### config.mk
export PLATFORM = sky130hd
export DESIGN_NAME = declaration_lexer
export DESIGN_NICKNAME = d
export VERILOG_FILES = /design/src/rtl/core/dl_pkg.sv /design/src/rtl/core/declaration_lexer.sv /design/src/rtl/core/dl_front.sv /design/src/rtl/core/dl_queue.sv
export VERILOG_INCLUDE_DIRS = /design/src /design/src/rtl/core
export SDC_FILE = /design/constraint.sdc
export NUM_CORES = 1
export LEC_CHECK = 0
export BUFFER_PORTS_ARGS = -buffer_cell sky130_fd_sc_hd__buf_2
export CORE_ASPECT_RATIO = 1.4
export CORE_MARGIN = 2
export CORE_UTILIZATION = 45
export CTS_CLUSTER_SIZE = 16
export DETAILED_ROUTE_END_ITERATION = 10
export PLACE_DENSITY_LB_ADDON = 0.15
export SKIP_CTS_REPAIR_TIMING = 1
export SYNTH_ARGS = -nofsm -noshare
export SYNTH_HDL_FRONTEND = slang
export SYNTH_HIERARCHICAL = 1
export SYNTH_SLANG_ARGS = --single-unit
### constraint.sdc
create_clock -name clk -period 6.95 [get_ports clk]
set_input_delay 1.0425 -clock clk [delete_from_list [all_inputs] [get_ports clk]]
set_output_delay 1.0425 -clock clk [all_outputs]
set_load 0.01 [all_outputs]
### src/rtl/core/declaration_lexer_macros.svh
// assertion helpers for the declaration lexer
`ifndef DECLARATION_LEXER_MACROS_SVH
`define DECLARATION_LEXER_MACROS_SVH

`ifndef SYNTH
// same-cycle implication
`define DL_ASSERT_IMP(lbl, clk, rst_n, ante, cons) \
  lbl: assert property (@(posedge clk) disable iff (!rst_n) (ante) |-> (cons)) \
    else $error("declaration lexer assertion failed");
// next-cycle implication
`define DL_ASSERT_NXT(lbl, clk, rst_n, ante, cons) \
  lbl: assert property (@(posedge clk) disable iff (!rst_n) (ante) |=> (cons)) \
    else $error("declaration lexer assertion failed");
`else
`define DL_ASSERT_IMP(lbl, clk, rst_n, ante, cons)
`define DL_ASSERT_NXT(lbl, clk, rst_n, ante, cons)
`endif

`endif

### src/rtl/core/dl_pkg.sv
package dl_pkg;

  localparam int MAX_TOKEN_LEN_DEF = 255;

  // result queue geometry
  localparam int QDEPTH = 4;
  localparam int QAW    = $clog2(QDEPTH);
  localparam int QCW    = $clog2(QDEPTH + 1);

  localparam logic [39:0] WORD_ARRAY = 40'h6172726179;
  localparam logic [39:0] WORD_AS    = 40'h0000006173;

  localparam logic [7:0] CH_NL    = 8'h0A;
  localparam logic [7:0] CH_TAB   = 8'h09;
  localparam logic [7:0] CH_SPACE = 8'h20;
  localparam logic [7:0] CH_HASH  = 8'h23;
  localparam logic [7:0] CH_COLON = 8'h3A;
  localparam logic [7:0] CH_UNDER = 8'h5F;
  localparam logic [7:0] CH_AMP   = 8'h26;
  localparam logic [7:0] CH_STAR  = 8'h2A;
  localparam logic [7:0] CH_LBRK  = 8'h5B;
  localparam logic [7:0] CH_RBRK  = 8'h5D;
  localparam logic [7:0] CH_LPAR  = 8'h28;
  localparam logic [7:0] CH_RPAR  = 8'h29;
  localparam logic [7:0] CH_SEMI  = 8'h3B;
  localparam logic [7:0] CH_CARET = 8'h5E;
  localparam logic [7:0] CH_QUEST = 8'h3F;
  localparam logic [7:0] CH_COMMA = 8'h2C;

  typedef enum logic [4:0] {
    KIND_NAME    = 5'd0,
    KIND_NUMBER  = 5'd1,
    KIND_ARRAY   = 5'd2,
    KIND_AS      = 5'd3,
    KIND_AMP     = 5'd4,
    KIND_STAR    = 5'd5,
    KIND_LBRK    = 5'd6,
    KIND_RBRK    = 5'd7,
    KIND_LPAR    = 5'd8,
    KIND_RPAR    = 5'd9,
    KIND_SEMI    = 5'd10,
    KIND_CARET   = 5'd11,
    KIND_NEWLINE = 5'd12,
    KIND_QUEST   = 5'd13,
    KIND_COMMA   = 5'd14,
    KIND_DCOLON  = 5'd15,
    KIND_BAD     = 5'd16
  } kind_t;

  typedef enum logic [2:0] {
    MODE_IDLE    = 3'd0,
    MODE_NAME    = 3'd1,
    MODE_NUMBER  = 3'd2,
    MODE_COMMENT = 3'd3,
    MODE_COLON   = 3'd4
  } mode_t;

  typedef struct packed {
    kind_t       kind;
    logic [31:0] start;
    logic [7:0]  length;
    logic        last;
  } result_t;

endpackage

### src/rtl/core/declaration_lexer.sv
// declaration lexer: one text byte per cycle in, one token result per cycle out
//   (in while not full, out while not empty); results are registered in the queue
// throughput: one byte per cycle while each byte gives at most one result; bytes that
//   give two results are paced by the result side, one result transfer per cycle
// reset: synchronous active-low rst_n empties the result queue and returns to idle
module declaration_lexer #(
  parameter int MAX_TOKEN_LEN = dl_pkg::MAX_TOKEN_LEN_DEF
) (
  input  logic        clk,
  input  logic        rst_n,
  // input channel
  input  logic        push,
  output logic        full,
  input  logic [7:0]  in_char_code,
  input  logic        in_end_of_text,
  // result channel
  output logic        empty,
  input  logic        pop,
  output logic [4:0]  out_token_kind,
  output logic [31:0] out_start_position,
  output logic [7:0]  out_token_length,
  output logic        out_last_of_run
);

  logic            in_xfer;
  logic            out_xfer;
  logic [1:0]      res_cnt;
  dl_pkg::result_t res0, res1, head;

  // a byte transfers whenever the queue holds room for two results
  assign in_xfer  = push && !full;
  assign out_xfer = pop && !empty;

  // front: mode register, position counter and token tracking
  dl_front #(
    .MAX_TOKEN_LEN(MAX_TOKEN_LEN)
  ) u_front (
    .clk        (clk),
    .rst_n      (rst_n),
    .in_valid   (in_xfer),
    .char_code  (in_char_code),
    .end_of_text(in_end_of_text),
    .res_cnt    (res_cnt),
    .res0       (res0),
    .res1       (res1)
  );

  // back: result queue, up to two writes and one read per cycle
  dl_queue u_queue (
    .clk   (clk),
    .rst_n (rst_n),
    .wr_cnt(res_cnt),
    .wr0   (res0),
    .wr1   (res1),
    .rd_en (out_xfer),
    .full  (full),
    .empty (empty),
    .head  (head)
  );

  // oldest waiting result drives the ports
  assign out_token_kind     = head.kind;
  assign out_start_position = head.start;
  assign out_token_length   = head.length;
  assign out_last_of_run    = head.last;

endmodule

### src/rtl/core/dl_front.sv
module dl_front #(
  parameter int MAX_TOKEN_LEN = dl_pkg::MAX_TOKEN_LEN_DEF
) (
  input  logic             clk,
  input  logic             rst_n,
  input  logic             in_valid,
  input  logic [7:0]       char_code,
  input  logic             end_of_text,
  output logic [1:0]       res_cnt,
  output dl_pkg::result_t  res0,
  output dl_pkg::result_t  res1
);

  localparam int RunW = $clog2(MAX_TOKEN_LEN + 1);
  localparam int CmpW = (RunW > 8) ? RunW : 8;

  dl_pkg::mode_t   mode_r, mode_nxt, mode_upd;
  logic [31:0]     pos_r, pos_nxt;
  logic [31:0]     begin_r, begin_nxt, begin_upd;
  logic [RunW-1:0] run_r, run_nxt, run_upd, run_base;
  logic [39:0]     prefix_r, prefix_nxt, prefix_upd, prefix_base;

  logic is_alpha, is_digit, cont, open_run, extend_en, starts;
  logic v0, v1, v2;
  dl_pkg::result_t r0, r1, r2;

  function automatic logic [7:0] sat_len(input logic [RunW-1:0] r);
    logic [CmpW-1:0] w;
    w = CmpW'(r);
    return (w > CmpW'(255)) ? 8'hFF : w[7:0];
  endfunction

  function automatic dl_pkg::kind_t name_kind(input logic [RunW-1:0] r,
                                              input logic [39:0] p);
    dl_pkg::kind_t k;
    k = dl_pkg::KIND_NAME;
    if (r == RunW'(5) && p == dl_pkg::WORD_ARRAY) k = dl_pkg::KIND_ARRAY;
    else if (r == RunW'(2) && p == dl_pkg::WORD_AS) k = dl_pkg::KIND_AS;
    return k;
  endfunction

  function automatic dl_pkg::kind_t punct_kind(input logic [7:0] c);
    dl_pkg::kind_t k;
    case (c)
      dl_pkg::CH_AMP:   k = dl_pkg::KIND_AMP;
      dl_pkg::CH_STAR:  k = dl_pkg::KIND_STAR;
      dl_pkg::CH_LBRK:  k = dl_pkg::KIND_LBRK;
      dl_pkg::CH_RBRK:  k = dl_pkg::KIND_RBRK;
      dl_pkg::CH_LPAR:  k = dl_pkg::KIND_LPAR;
      dl_pkg::CH_RPAR:  k = dl_pkg::KIND_RPAR;
      dl_pkg::CH_SEMI:  k = dl_pkg::KIND_SEMI;
      dl_pkg::CH_CARET: k = dl_pkg::KIND_CARET;
      dl_pkg::CH_NL:    k = dl_pkg::KIND_NEWLINE;
      dl_pkg::CH_QUEST: k = dl_pkg::KIND_QUEST;
      dl_pkg::CH_COMMA: k = dl_pkg::KIND_COMMA;
      default:          k = dl_pkg::KIND_BAD;
    endcase
    return k;
  endfunction

  // byte classes
  assign is_alpha = (char_code >= 8'h41 && char_code <= 8'h5A) ||
                    (char_code >= 8'h61 && char_code <= 8'h7A) ||
                    (char_code == dl_pkg::CH_UNDER);
  assign is_digit = (char_code >= 8'h30 && char_code <= 8'h39);

  // shared classification: continue open run, or start fresh
  always_comb begin
    case (mode_r)
      dl_pkg::MODE_NAME:    cont = is_alpha || is_digit;
      dl_pkg::MODE_NUMBER:  cont = is_digit;
      dl_pkg::MODE_COMMENT: cont = (char_code != dl_pkg::CH_NL);
      dl_pkg::MODE_COLON:   cont = (char_code == dl_pkg::CH_COLON);
      default:              cont = 1'b0;
    endcase
    open_run  = !cont && (is_alpha || is_digit);
    extend_en = open_run ||
                (cont && (mode_r == dl_pkg::MODE_NAME || mode_r == dl_pkg::MODE_NUMBER));
    starts    = open_run || (!cont && char_code == dl_pkg::CH_COLON);
    run_base    = open_run ? '0 : run_r;
    prefix_base = open_run ? '0 : prefix_r;
    run_upd    = run_r;
    prefix_upd = prefix_r;
    if (extend_en) begin
      run_upd = (run_base < RunW'(MAX_TOKEN_LEN)) ? run_base + RunW'(1) : run_base;
      prefix_upd = (run_base < RunW'(5)) ? {prefix_base[31:0], char_code} : prefix_base;
    end
    begin_upd = starts ? pos_r : begin_r;
    case (mode_r)
      dl_pkg::MODE_NAME, dl_pkg::MODE_NUMBER, dl_pkg::MODE_COMMENT:
        mode_upd = cont ? mode_r : dl_pkg::MODE_IDLE;
      default:
        mode_upd = dl_pkg::MODE_IDLE;
    endcase
    if (!cont) begin
      if (is_alpha)                            mode_upd = dl_pkg::MODE_NAME;
      else if (is_digit)                       mode_upd = dl_pkg::MODE_NUMBER;
      else if (char_code == dl_pkg::CH_HASH)   mode_upd = dl_pkg::MODE_COMMENT;
      else if (char_code == dl_pkg::CH_COLON)  mode_upd = dl_pkg::MODE_COLON;
    end
  end

  // next state
  always_comb begin
    mode_nxt   = mode_r;
    pos_nxt    = pos_r;
    begin_nxt  = begin_r;
    run_nxt    = run_r;
    prefix_nxt = prefix_r;
    if (in_valid) begin
      mode_nxt   = end_of_text ? dl_pkg::MODE_IDLE : mode_upd;
      pos_nxt    = end_of_text ? 32'd0 : pos_r + 32'd1;
      begin_nxt  = begin_upd;
      run_nxt    = run_upd;
      prefix_nxt = prefix_upd;
    end
  end

  // results
  always_comb begin
    r0 = '0;
    r1 = '0;
    r2 = '0;
    v0 = 1'b0;
    v2 = 1'b0;
    case (mode_r)
      dl_pkg::MODE_NAME: begin
        v0 = !cont;
        r0 = '{name_kind(run_r, prefix_r), begin_r, sat_len(run_r), 1'b0};
      end
      dl_pkg::MODE_NUMBER: begin
        v0 = !cont;
        r0 = '{dl_pkg::KIND_NUMBER, begin_r, sat_len(run_r), 1'b0};
      end
      dl_pkg::MODE_COLON: begin
        v0 = 1'b1;
        if (cont) r0 = '{dl_pkg::KIND_DCOLON, begin_r, 8'd2, 1'b0};
        else      r0 = '{dl_pkg::KIND_BAD, begin_r, 8'd1, 1'b0};
      end
      default: v0 = 1'b0;
    endcase
    v1 = !cont && !is_alpha && !is_digit && char_code != dl_pkg::CH_HASH &&
         char_code != dl_pkg::CH_SPACE && char_code != dl_pkg::CH_TAB &&
         char_code != dl_pkg::CH_COLON;
    r1 = '{punct_kind(char_code), pos_r, 8'd1, 1'b0};
    case (mode_upd)
      dl_pkg::MODE_NAME: begin
        v2 = end_of_text;
        r2 = '{name_kind(run_upd, prefix_upd), begin_upd, sat_len(run_upd), 1'b0};
      end
      dl_pkg::MODE_NUMBER: begin
        v2 = end_of_text;
        r2 = '{dl_pkg::KIND_NUMBER, begin_upd, sat_len(run_upd), 1'b0};
      end
      dl_pkg::MODE_COLON: begin
        v2 = end_of_text;
        r2 = '{dl_pkg::KIND_BAD, begin_upd, 8'd1, 1'b0};
      end
      default: v2 = 1'b0;
    endcase
    // pack in order, at most two valid
    if (v0) begin
      res0    = r0;
      res1    = v1 ? r1 : r2;
      res_cnt = (v1 || v2) ? 2'd2 : 2'd1;
    end else if (v1) begin
      res0    = r1;
      res1    = r2;
      res_cnt = v2 ? 2'd2 : 2'd1;
    end else begin
      res0    = r2;
      res1    = r2;
      res_cnt = v2 ? 2'd1 : 2'd0;
    end
    if (!in_valid) res_cnt = 2'd0;
    res0.last = (res_cnt == 2'd1);
    res1.last = 1'b1;
  end

  always_ff @(posedge clk) begin
    if (!rst_n) begin
      mode_r   <= dl_pkg::MODE_IDLE;
      pos_r    <= '0;
      begin_r  <= '0;
      run_r    <= '0;
      prefix_r <= '0;
    end else begin
      mode_r   <= mode_nxt;
      pos_r    <= pos_nxt;
      begin_r  <= begin_nxt;
      run_r    <= run_nxt;
      prefix_r <= prefix_nxt;
    end
  end

endmodule

### src/rtl/core/dl_queue.sv
`include "declaration_lexer_macros.svh"

module dl_queue (
  input  logic            clk,
  input  logic            rst_n,
  input  logic [1:0]      wr_cnt,
  input  dl_pkg::result_t wr0,
  input  dl_pkg::result_t wr1,
  input  logic            rd_en,
  output logic            full,
  output logic            empty,
  output dl_pkg::result_t head
);

  localparam int QAW = dl_pkg::QAW;
  localparam int QCW = dl_pkg::QCW;

  dl_pkg::result_t mem_r [dl_pkg::QDEPTH];
  logic [QAW-1:0] wr_ptr_r, wr_ptr_nxt, rd_ptr_r, rd_ptr_nxt;
  logic [QCW-1:0] cnt_r, cnt_nxt;

  // room for two writes is needed before the front may take a byte
  assign full  = cnt_r > QCW'(dl_pkg::QDEPTH - 2);
  assign empty = (cnt_r == '0);
  assign head  = mem_r[rd_ptr_r];

  assign wr_ptr_nxt = wr_ptr_r + QAW'(wr_cnt);
  assign rd_ptr_nxt = rd_ptr_r + QAW'(rd_en);
  assign cnt_nxt    = cnt_r + QCW'(wr_cnt) - QCW'(rd_en);

  always_ff @(posedge clk) begin
    if (wr_cnt != 2'd0) mem_r[wr_ptr_r] <= wr0;
    if (wr_cnt == 2'd2) mem_r[wr_ptr_r + QAW'(1)] <= wr1;
  end

  always_ff @(posedge clk) begin
    if (!rst_n) begin
      wr_ptr_r <= '0;
      rd_ptr_r <= '0;
      cnt_r    <= '0;
    end else begin
      wr_ptr_r <= wr_ptr_nxt;
      rd_ptr_r <= rd_ptr_nxt;
      cnt_r    <= cnt_nxt;
    end
  end

  `DL_ASSERT_IMP(a_cnt_range, clk, rst_n, 1'b1, cnt_r <= QCW'(dl_pkg::QDEPTH))
  `DL_ASSERT_IMP(a_no_overflow, clk, rst_n, wr_cnt != 2'd0, (cnt_r + QCW'(wr_cnt)) <= QCW'(dl_pkg::QDEPTH))
  `DL_ASSERT_IMP(a_no_underflow, clk, rst_n, rd_en, !empty)
  `DL_ASSERT_NXT(a_ptr_track, clk, rst_n, 1'b1, (wr_ptr_r - rd_ptr_r) == cnt_r[QAW-1:0])

endmodule
# Word level (Yosys, flattened, before mapping)
# Memory sizes are Yosys's and may differ from the RTL's. A register that Yosys moved wholly into a read port is not among the register bits.
# Index checks and enable logic that the tools add are counted.
# word_totals
ff_bits	122
ramBits	184
in_bits	13
out_inout_bits	48
wordCells	141
n_memories	1
# memory_table
name	words	word_bits	read_ports	rd_clocked_by_memory_dff	wr	line	text
u_queue.mem_r	4	46	1	1	2	dl_queue.sv:18	dl_pkg::result_t mem_r [dl_pkg::QDEPTH];
# op_classes
n_addsub	7
magnitude_cmp	11
n_eq_ne	36
muxes	43
reduce_logical	35
# op_table
cell	n
46-bit case mux with 3 select lines	2
46-bit two-way mux	4
40-bit two-way mux	3
40-bit by 15-bit == test with 1-bit output (second input constant)	2
40-bit by 39-bit == test with 1-bit output (second input constant)	2
8-bit by 6-bit == test with 1-bit output (second input constant)	9
32-bit two-way mux	2
5-bit case mux with 11 select lines	1
8-bit two-way mux	5
32-bit by 1-bit adder with 32-bit output (second input constant)	1
8-bit by 7-bit == test with 1-bit output (second input constant)	4
3-bit two-way mux	8
8-bit by 6-bit != test with 1-bit output (second input constant)	3
1-bit logical AND	18
8-bit by 2-bit == test with 1-bit output (second input constant)	2
8-bit by 3-bit == test with 1-bit output (second input constant)	2
8-bit by 7-bit >= comparator with 1-bit output (second input constant)	2
8-bit greater-than comparator (second input constant)	2
8-bit by 7-bit <= comparator with 1-bit output (second input constant)	2
2-bit two-way mux	8
8-bit by 4-bit != test with 1-bit output (second input constant)	2
5-bit two-way mux	2
3-bit by 2-bit == test with 1-bit output (second input constant)	3
8-bit by 1-bit adder with 8-bit output (second input constant)	1
other kinds (24)	42

# Depth between registers and ports, before layout
# Gate-level depths: netlist of run 1.
# logic_depth
word_depth	23
ltp_mapped	20

# Modules after synthesis
# Netlist of run 1, hierarchy kept.
# by_module_without_submodules
mod	instances	cells_each	area_each_um2	seq_area_each_um2
dl_queue	1	487	9287.7	5665.4
dl_front	1	891	6966.7	2302.2
declaration_lexer	1	2	27.5	0.0

# Worst setup path after synthesis of run 1
# No wires, ideal clock.
# synth_timing
path_kind	input to register
from	in in_char_code[3]
to	mem u_queue/mem_r[0][0] (netlist name) (enable)
setup_ns	0.513
arrival_ns	6.513
slack_ns	-0.076
stages	14
n_path_buf	2
path_cell_list	clkbuf_1 > nor4_1 > o21ai_1 > a31o_1 > buf_4 > nor2_1 > nand2_1 > nand2_1 > nand2_1 > ha_1 > mux2i_1 > nor2_1 > o21bai_1 > o21ai_0
# synth_lines
element	line	text
start: declaration	declaration_lexer.sv:14	input logic [7:0] in_char_code,
end: declaration	dl_queue.sv:18	

==> results.rst, run 1 <==
.. list-table::
   :header-rows: 1

   * - Metric
     - Value
   * - Run status
     - completed
   * - Number of violations reported at the end of detailed-routing iteration 0
     - 753
   * - Most used DFF post-synth
     - sky130_fd_sc_hd__edfxtp_1
   * - Hold EP
     - u_front/begin_r[11]$_SDFFE_PN0P_
   * - Setup WS post-layout
     - 1.61 ns
   * - Initial core utilization
     - 0.456
   * - Die outline height
     - 229 um
   * - Die area
     - 37,700 sq um
   * - Global-route congestion overflow total
     - 0
   * - Class of the tightest hold or removal check
     - flip-flop to flip-flop
   * - Gate Count Post-Synth
     - 1,380
   * - Area of the core
     - 35,700 sq um
   * - Period utilisation layout
     - 0.768
   * - Maximum number of pins on one net before global-route repair
     - 92
   * - Rows
     - 82
   * - CTS Buf Count
     - 34
   * - PnR Total Power
     - 4.89 mW
   * - Post-placement worst setup slack
     - 1.30 ns
   * - Routed Wire Length
     - 41,400 um
   * - Peak supply drop
     - 0.207 mV
   * - Leakage power of the design
     - 6.31 nW
   * - Iteration count of the initial detailed-routing pass
     - 5
   * - Number of buffers on the longest clock path
     - 3
   * - Placed cell count
     - 1,829
   * - Cell-internal power
     - 3.55 mW
   * - Endpoint kind of the worst setup timing path
     - flip-flop
   * - Count of flip-flops with a built-in enable after synthesis
     - 184
   * - Flop2flop setup slack
     - 1.76 ns
   * - Post-synthesis register bit count
     - 306
   * - Port Buf Inserts
     - 60
   * - Worst path most repeated cell
     - sky130_fd_sc_hd__a41oi_1
   * - Number of I/O pins
     - 61
   * - Crit Path Max Fanout
     - 19
   * - Total Neg Setup Slack
     - 0 ns
   * - Slowest stage cell, crit path
     - sky130_fd_sc_hd__a2111oi_0
   * - Die X
     - 165 um
   * - Non-Filler Instances
     - 1,890
   * - Most common cell after layout, fill and taps aside
     - sky130_fd_sc_hd__edfxtp_1
   * - Total number of yosys warnings
     - 6
   * - Final Hold Vio Count
     - 0
   * - Synth Area per Inst
     - 11.8 sq um
   * - Share of layout cells above drive strength 1
     - 0.272
   * - Ordered list of cells on the worst path
     - buf_2, nand3b_1, a41oi_1, a22o_1, nand3_1, and2_1, inv_1, ha_1, nor2b_1, nor3_2, buf_4, mux2i_1, a41oi_1, a311o_1, a2111oi_0, o2111ai_1, or2_1, a21oi_1, mux2_2
   * - Worst Hold Depth
     - 2
   * - Area share of the leading cell type in the synthesized netlist
     - 0.339
   * - Proportion of total power due to net switching
     - 0.274
   * - Count of pins over their slew limit
     - 0
   * - Portion of the post-synthesis area used by sequential elements
     - 0.489
   * - Setup skew after layout
     - 0.0184 ns
   * - Worst setup path class
     - input pin to flip-flop
   * - Minimum period implied by the final worst setup slack
     - 5.34 ns
   * - P&R area growth vs syn
     - 10.7%
   * - Share of power burned in combinational logic
     - 0.192
   * - Critical Path Start Type
     - input pin
   * - Maximum clock frequency
     - 187 MHz
   * - Peak per-stage delay on the critical path
     - 0.59 ns
   * - Share of synthesized flip-flops with an asynchronous set or reset
     - 0
   * - Synth unique cells
     - 84
   * - Root buffer selected by CTS
     - sky130_fd_sc_hd__clkbuf_16
   * - Number of maximum-capacitance constraint violations
     - 0
   * - Post-route ant nets
     - 0
   * - Cell types occupying the most area after synthesis
     - sky130_fd_sc_hd__edfxtp_1, sky130_fd_sc_hd__dfxtp_1, sky130_fd_sc_hd__mux2_2
   * - Sinks on Clock Net
     - 306
   * - Clock network latency to the later pin of the worst-skew pair
     - 0.52 ns
   * - RR Endpoint
     - u_queue/mem_r[0][41]$_DFFE_PP_
   * - Setup Viol. Count Final
     - 0
   * - Reg clk slew, reported paths
     - 0.06 ns
   * - Antenna diode count
     - 0
   * - Crit path arrival time
     - 5.70 ns
   * - Sum of buffers and inverters on the critical path
     - 3
   * - Initial antenna violation count
     - 1
   * - Clock tree from TritonCTS
     - done
   * - Number of global-route vias before repair
     - 11,418
   * - H-tree levels
     - 2
   * - Seq pwr share
     - 0.449
   * - Detailed-placement wirelength estimate
     - 26,200 um
   * - Net switching power
     - 1.34 mW
   * - PD cells
     - 272 nW/um^2
   * - Max-Slew Margin vs Limit
     - 0.187
   * - Slew of the pin with the lowest slew margin
     - 1.22 ns
   * - Leading cell types in the layout, fill and taps excluded
     - sky130_fd_sc_hd__edfxtp_1, sky130_fd_sc_hd__mux2_2, sky130_fd_sc_hd__nand2_1, sky130_fd_sc_hd__dfxtp_1, sky130_fd_sc_hd__a22o_1
   * - Detailed-route wire length per cell
     - 21.9 um
   * - Wire length of the first global-routing pass
     - 65,000 um
   * - Required time at the endpoint of the critical path
     - 7.32 ns
   * - Remaining routing DRC violations
     - 0
   * - Synthesized net count
     - 1,404
   * - Unrepaired setup endpoints after global routing
     - false
   * - Post-synth design cell area
     - 16,300 sq um
   * - Core Util, Final
     - 0.505
   * - Vias per Instance
     - 5.88
   * - Overall track demand over capacity in global routing
     - 0.221
   * - Routed vias
     - 11,109
   * - RR Startpoint
     - u_front/mode_r[0]$_SDFFE_PN0P_
   * - Part of the total power dissipated in the clock network
     - 0.359
   * - RePlAce Congestion
     - 0.927
   * - Hold wc startpoint
     - u_front/begin_r[11]$_SDFFE_PN0P_
   * - Nets@finish
     - 1,427
   * - Dominant cell type by area after synthesis
     - sky130_fd_sc_hd__edfxtp_1
   * - Delay-heaviest family, CP
     - compound AO/OA/AOI/OAI gates
   * - Cell count of the worst reg-to-reg path
     - 18
cells by family (layout without fill, tap and decap cells):
group / after synthesis / count (layout) / share of synthesized area
adder cells (fa/ha/maj): 11 / 11 / 0.00891
AND/OR/NAND/NOR: 403 / 403 / 0.129
flip-flops: 306 / 306 / 0.489
multiplexers: 237 / 237 / 0.195
AO/OA/AOI/OAI: 269 / 269 / 0.123
other: 1 / 1 / 0.000230
XOR/XNOR: 31 / 31 / 0.0184
buffers and inverters: 122 / 170 / 0.0362
state kept, by name, indices dropped and copies added (netlist names):
register and flops:
u_queue/cnt_r 3, u_queue/mem_r 184, u_front/prefix_r 40, u_front/run_r 8, u_front/mode_r 3, u_queue/rd_ptr_r 2
u_front/pos_r 32, u_queue/wr_ptr_r 2, u_front/begin_r 32
layout make-up:
type                            instances  area, sq um
Sequential cell                       306         7970
Inverter                               21         78.8
Clock inverter                         16          150
Tap cell                              462          578
Fill cell                            3140        17700
Clock buffer                           45          923
Multi-Input combinational cell        952         7780
Timing Repair Buffer                   88          536
power groups by stage:
stage / Combinational (mW) / Sequential (mW) / Clock [mW]
final: 0.940 / 2.20 / 1.76
after global routing: 1.02 / 2.22 / 1.87
after CTS: 0.958 / 2.20 / 1.80
after detailed placement: 0.955 / 2.24 / 0
after global placement: 0.948 / 2.24 / 0
after floorplan: 0.684 / 2.15 / 0
per-layer routing:
metal	global-route usage	wire length, um
met3	0.0297	1560
met1	0.255	16200
met4	0.0777	1290
met5	0	13
met2	0.413	22300
worst max path at each step:
stage | end | slack [ns] | startpoint | cells past startpoint
floorplan | u_queue/mem_r[2][0]$_DFFE_PP_ | 1.07 | in_char_code[3] | 14
global placement | u_queue/mem_r[0][41]$_DFFE_PP_ | 1.34 | in_char_code[1] | 19
detailed placement | u_queue/mem_r[0][41]$_DFFE_PP_ | 1.30 | in_char_code[1] | 19
CTS | u_queue/mem_r[0][41]$_DFFE_PP_ | 1.78 | in_char_code[1] | 19
global route | u_queue/mem_r[0][41]$_DFFE_PP_ | 1.36 | in_char_code[1] | 19
finish | u_queue/mem_r[0][41]$_DFFE_PP_ | 1.61 | in_char_code[1] | 19
synthesized netlist by cell type (all sizes together), types with 3 or more instances:
master  number
and4         5
a31o         3
mux4        46
ha          10
a41oi        3
a31oi       12
mux2i        7
nand4b       5
nand2b       6
and2        17
dfxtp      122
nor2b       42
edfxtp     184
a21o         7
xnor2       12
o31ai        5
or2          3
and4bb       4
nor3        25
nor3b        6
o21a         3
xor2        17
and3        15
o211a        3
nor4b        4
or3          9
clkbuf      56
nand2      139
a22oi       33
nand3b       7
buf         45
nand3       25
a21oi       32
nor4         9
o21ai       36
nor2        64
a211oi       4
nand4       11
a22o        66
a21boi      41
mux2       184
inv         21
through the flow:
| stage | cell area, sq um | hold WS [ns] |
|---|---|---|
| final | 18000 | 0.468 |
| after global routing | 18000 | 0.492 |
| after CTS | 18000 | 0.468 |
| after detailed placement | 16900 | 0.460 |
| after global placement | 16900 | 0.453 |
| after floorplan | 16300 | 0.448 |
worst register-to-register path: stages (launching register included):
cell and delay, ns:
sky130_fd_sc_hd__dfxtp_1 0.71, sky130_fd_sc_hd__nor3b_1 0.61, sky130_fd_sc_hd__a31oi_1 0.12, sky130_fd_sc_hd__buf_4 0.20, sky130_fd_sc_hd__nand3_1 0.30, sky130_fd_sc_hd__and2_1 0.22
sky130_fd_sc_hd__inv_1 0.05, sky130_fd_sc_hd__ha_1 0.20, sky130_fd_sc_hd__nor2b_1 0.15, sky130_fd_sc_hd__nor3_2 0.05, sky130_fd_sc_hd__buf_4 0.18, sky130_fd_sc_hd__mux2i_1 0.15
sky130_fd_sc_hd__a41oi_1 0.13, sky130_fd_sc_hd__a311o_1 0.32, sky130_fd_sc_hd__a2111oi_0 0.59, sky130_fd_sc_hd__o2111ai_1 0.30, sky130_fd_sc_hd__or2_1 0.31, sky130_fd_sc_hd__a21oi_1 0.26
sky130_fd_sc_hd__mux2_2 0.21
Power figures use the tool's default switching activity.
==> run 2: changes to the inputs <==
==> constraint.sdc (replaced) <==
create_clock -name clk -period 4.9 [get_ports clk]
set_input_delay 0.735 -clock clk [delete_from_list [all_inputs] [get_ports clk]]
set_output_delay 0.735 -clock clk [all_outputs]
set_load 0.01 [all_outputs]
==> run 2 against run 1 <==
Final cell count grew 1.5%. Via count up 1.3%. Die area is the same. Sequential power is 41% higher. Sequential share of layout area shrank 0.62 points. First-iteration DRC count fell by 1.1%. Routed wire length grew 1.9%. Clock power is 34% higher. Core utilization is 0.74 points higher. Global-route usage up 0.45 points.
==> results.rst, run 2 (same netlist as run 1, synthesis figures left out) <==
.. list-table::
   :header-rows: 1

   * - Metric
     - Value
   * - Run status
     - completed
   * - Antenna diode count
     - 0 (unchanged)
   * - Leading cell types in the layout, fill and taps excluded
     - sky130_fd_sc_hd__edfxtp_1, sky130_fd_sc_hd__mux2_2, sky130_fd_sc_hd__nand2_1, sky130_fd_sc_hd__dfxtp_1, sky130_fd_sc_hd__a22o_1
   * - Vias per Instance
     - 5.87 (-0.16%)
   * - Maximum number of pins on one net before global-route repair
     - 92 (unchanged)
   * - Class of the tightest hold or removal check
     - flip-flop to flip-flop
   * - Crit Path Max Fanout
     - 9 (-10)
   * - Area of all placed cells without fillers
     - 18,300 sq um (+1.5%)
   * - Root buffer selected by CTS
     - sky130_fd_sc_hd__clkbuf_16
   * - Rows
     - 82 (unchanged)
   * - Number of I/O pins
     - 61 (unchanged)
   * - Largest registers
     - u_queue/mem_r (184), u_front/prefix_r (40)
   * - CTS Buf Count
     - 30 (-12%)
   * - Placed inst area
     - 17,300 sq um (+1.9%)
   * - Overall track demand over capacity in global routing
     - 0.226 (+0.00448)
   * - Final-layout worst hold slack
     - 0.469 ns (+0.00104 ns)
   * - Setup Viol. Count Final
     - 0 (unchanged)
   * - Max-Slew Margin vs Limit
     - 0.218 (+0.0318)
   * - Critical Path Start Type
     - input pin
   * - Die outline height
     - 229 um (unchanged)
   * - Count of pins over their slew limit
     - 0 (unchanged)
   * - Clock tree from TritonCTS
     - done
   * - Slew of the pin with the lowest slew margin
     - 1.17 ns (-0.0475 ns)
   * - Reg with most FFs
     - u_queue/mem_r
   * - Share of layout cells above drive strength 1
     - 0.292 (+0.0202)
   * - Global-route congestion overflow total
     - 0 (unchanged)
   * - Leakage power of the design
     - 6.47 nW (+2.6%)
   * - Routed Wire Length
     - 42,200 um (+1.9%)
   * - Minimum period implied by the final worst setup slack
     - 4.25 ns
   * - Peak supply drop
     - 0.287 mV (+39%)
   * - Reg clk slew, reported paths
     - 0.06 ns (about the same)
   * - Die X
     - 165 um (unchanged)
   * - Routed vias
     - 11,255 (+1.3%)
   * - Unrepaired setup endpoints after global routing
     - false
   * - Initial antenna violation count
     - 0 (-1)
   * - P&R area growth vs syn
     - 12.3%
   * - H-tree levels
     - 1 (-1)
   * - Port Buf Inserts
     - 60 (unchanged)
   * - Total of fill cells in the finished design
     - 3,192 (+1.7%)
   * - Number of maximum-capacitance constraint violations
     - 0 (unchanged)
   * - PD cells
     - 374 nW/um^2 (+38%)
   * - Crit path arrival time
     - 4.68 ns (-1.02 ns)
   * - Detailed-placement wirelength estimate
     - 27,500 um (+5.1%)
   * - Number of global-route vias before repair
     - 11,541 (+1.1%)
   * - Sinks on Clock Net
     - 306 (unchanged)
   * - Setup skew after layout
     - 0.0126 ns (-0.00586 ns)
   * - Wire length of the first global-routing pass
     - 66,400 um (+2.1%)
   * - Number of buffers on the longest clock path
     - 3 (unchanged)
   * - RePlAce Congestion
     - 0.917 (-1.1%)
   * - Area of the core
     - 35,700 sq um (unchanged)
   * - Number of violations reported at the end of detailed-routing iteration 0
     - 745 (-1.1%)
   * - Final Hold Vio Count
     - 0 (unchanged)
   * - Initial core utilization
     - 0.456 (unchanged)
   * - Die area
     - 37,700 sq um (unchanged)
   * - Post-route ant nets
     - 0 (unchanged)
   * - Nets@finish
     - 1,457 (+2.1%)
   * - Met1 wire length
     - 16,700 um (+3.1%)
   * - Remaining routing DRC violations
     - 0 (unchanged)
   * - Flip-flop count of the largest register, all copies and words added
     - 184 (unchanged)
   * - Iteration count of the initial detailed-routing pass
     - 5 (unchanged)
   * - Detailed-route wire length per cell
     - 22.0 um (+0.44%)
   * - Uppermost layer routed
     - met4
   * - Met2 routed wirelength
     - 23,000 um (+2.8%)
   * - Required time at the endpoint of the critical path
     - 5.33 ns (-1.99 ns)
   * - Most common cell after layout, fill and taps aside
     - sky130_fd_sc_hd__edfxtp_1
   * - Clock network latency to the later pin of the worst-skew pair
     - 0.57 ns (+0.05 ns)
   * - Period utilisation layout
     - 0.867
   * - Met3 routed wirelength
     - 1310 um (-16%)
   * - Worst setup path class
     - input pin to flip-flop
   * - Maximum clock frequency
     - 235 MHz
   * - Endpoint kind of the worst setup timing path
     - flip-flop
-- run 2: routing by layer --
layer | track usage | up-vias
met1 | 0.264 | 5631
met5 | 0 | -
li1 | - | 5345
met4 | 0.0693 | 0
met3 | 0.0208 | 65
met2 | 0.428 | 214
-- run 2: final cells by class --
class | instances | area (sq um) | area share
Tap cell | 462 | 578 | 0.0316
Timing Repair Buffer | 122 | 866 | 0.0474
Multi-Input combinational cell | 952 | 7780 | 0.426
Sequential cell | 306 | 7980 | 0.436
Clock inverter | 15 | 134 | 0.00732
Clock buffer | 40 | 872 | 0.0477
Inverter | 21 | 78.8 | 0.00431
-- run 2: path summary, 6_finish.rpt --
kind / startpoint / to / slack (ns) / cells after the start
setup / recovery: in_char_code[4] / u_queue/mem_r[1][41]$_DFFE_PP_ / 0.65 / 19
hold / removal: u_front/begin_r[10]$_SDFFE_PN0P_ / u_front/begin_r[10]$_SDFFE_PN0P_ / 0.47 / 2
setup reg to reg: u_front/mode_r[0]$_SDFFE_PN0P_ / u_queue/mem_r[1][41]$_DFFE_PP_ / 0.70 / 17
hold reg to reg: u_front/begin_r[10]$_SDFFE_PN0P_ / u_front/begin_r[10]$_SDFFE_PN0P_ / 0.47 / 2
-- run 2: through the flow --
stage | worst slack, ns | total power, mW | util | setup TNS, ns | cells
after global placement | 0.258 | 4.56 | 0.484 | 0 | 1863
after detailed placement | 0.155 | 4.58 | 0.484 | 0 | 1863
after floorplan | -0.438 | 4.01 | - | -40.32 | 1380
after CTS | 0.719 | 6.94 | 0.512 | 0 | 1918
after global routing | 0.371 | 7.13 | 0.512 | 0 | 1918
final | 0.650 | 6.83 | 0.512 | 0 | 1918
-- run 2: power breakdown --
group          leakage [nW]  switching [mW]  internal [mW]
sequential             2.69           0.176           2.94
clock                 0.488           0.999           1.35
combinational          3.29           0.724          0.643
-- run 2: worst max-delay path, cell delays in order --
cell	delay, ns
sky130_fd_sc_hd__buf_2	0.15
sky130_fd_sc_hd__nor4_2	0.34
sky130_fd_sc_hd__nand2_1	0.18
sky130_fd_sc_hd__a31oi_4	0.19
sky130_fd_sc_hd__nand3_1	0.21
sky130_fd_sc_hd__and2_1	0.25
sky130_fd_sc_hd__inv_1	0.06
sky130_fd_sc_hd__ha_1	0.16
sky130_fd_sc_hd__nor2b_1	0.06
sky130_fd_sc_hd__nor3_2	0.17
sky130_fd_sc_hd__mux2i_1	0.23
sky130_fd_sc_hd__a41oi_1	0.13
sky130_fd_sc_hd__a311o_1	0.33
sky130_fd_sc_hd__a2111oi_0	0.42
sky130_fd_sc_hd__buf_4	0.19
sky130_fd_sc_hd__o2111ai_1	0.13
sky130_fd_sc_hd__or2_1	0.27
sky130_fd_sc_hd__a21oi_1	0.28
sky130_fd_sc_hd__mux2_2	0.22
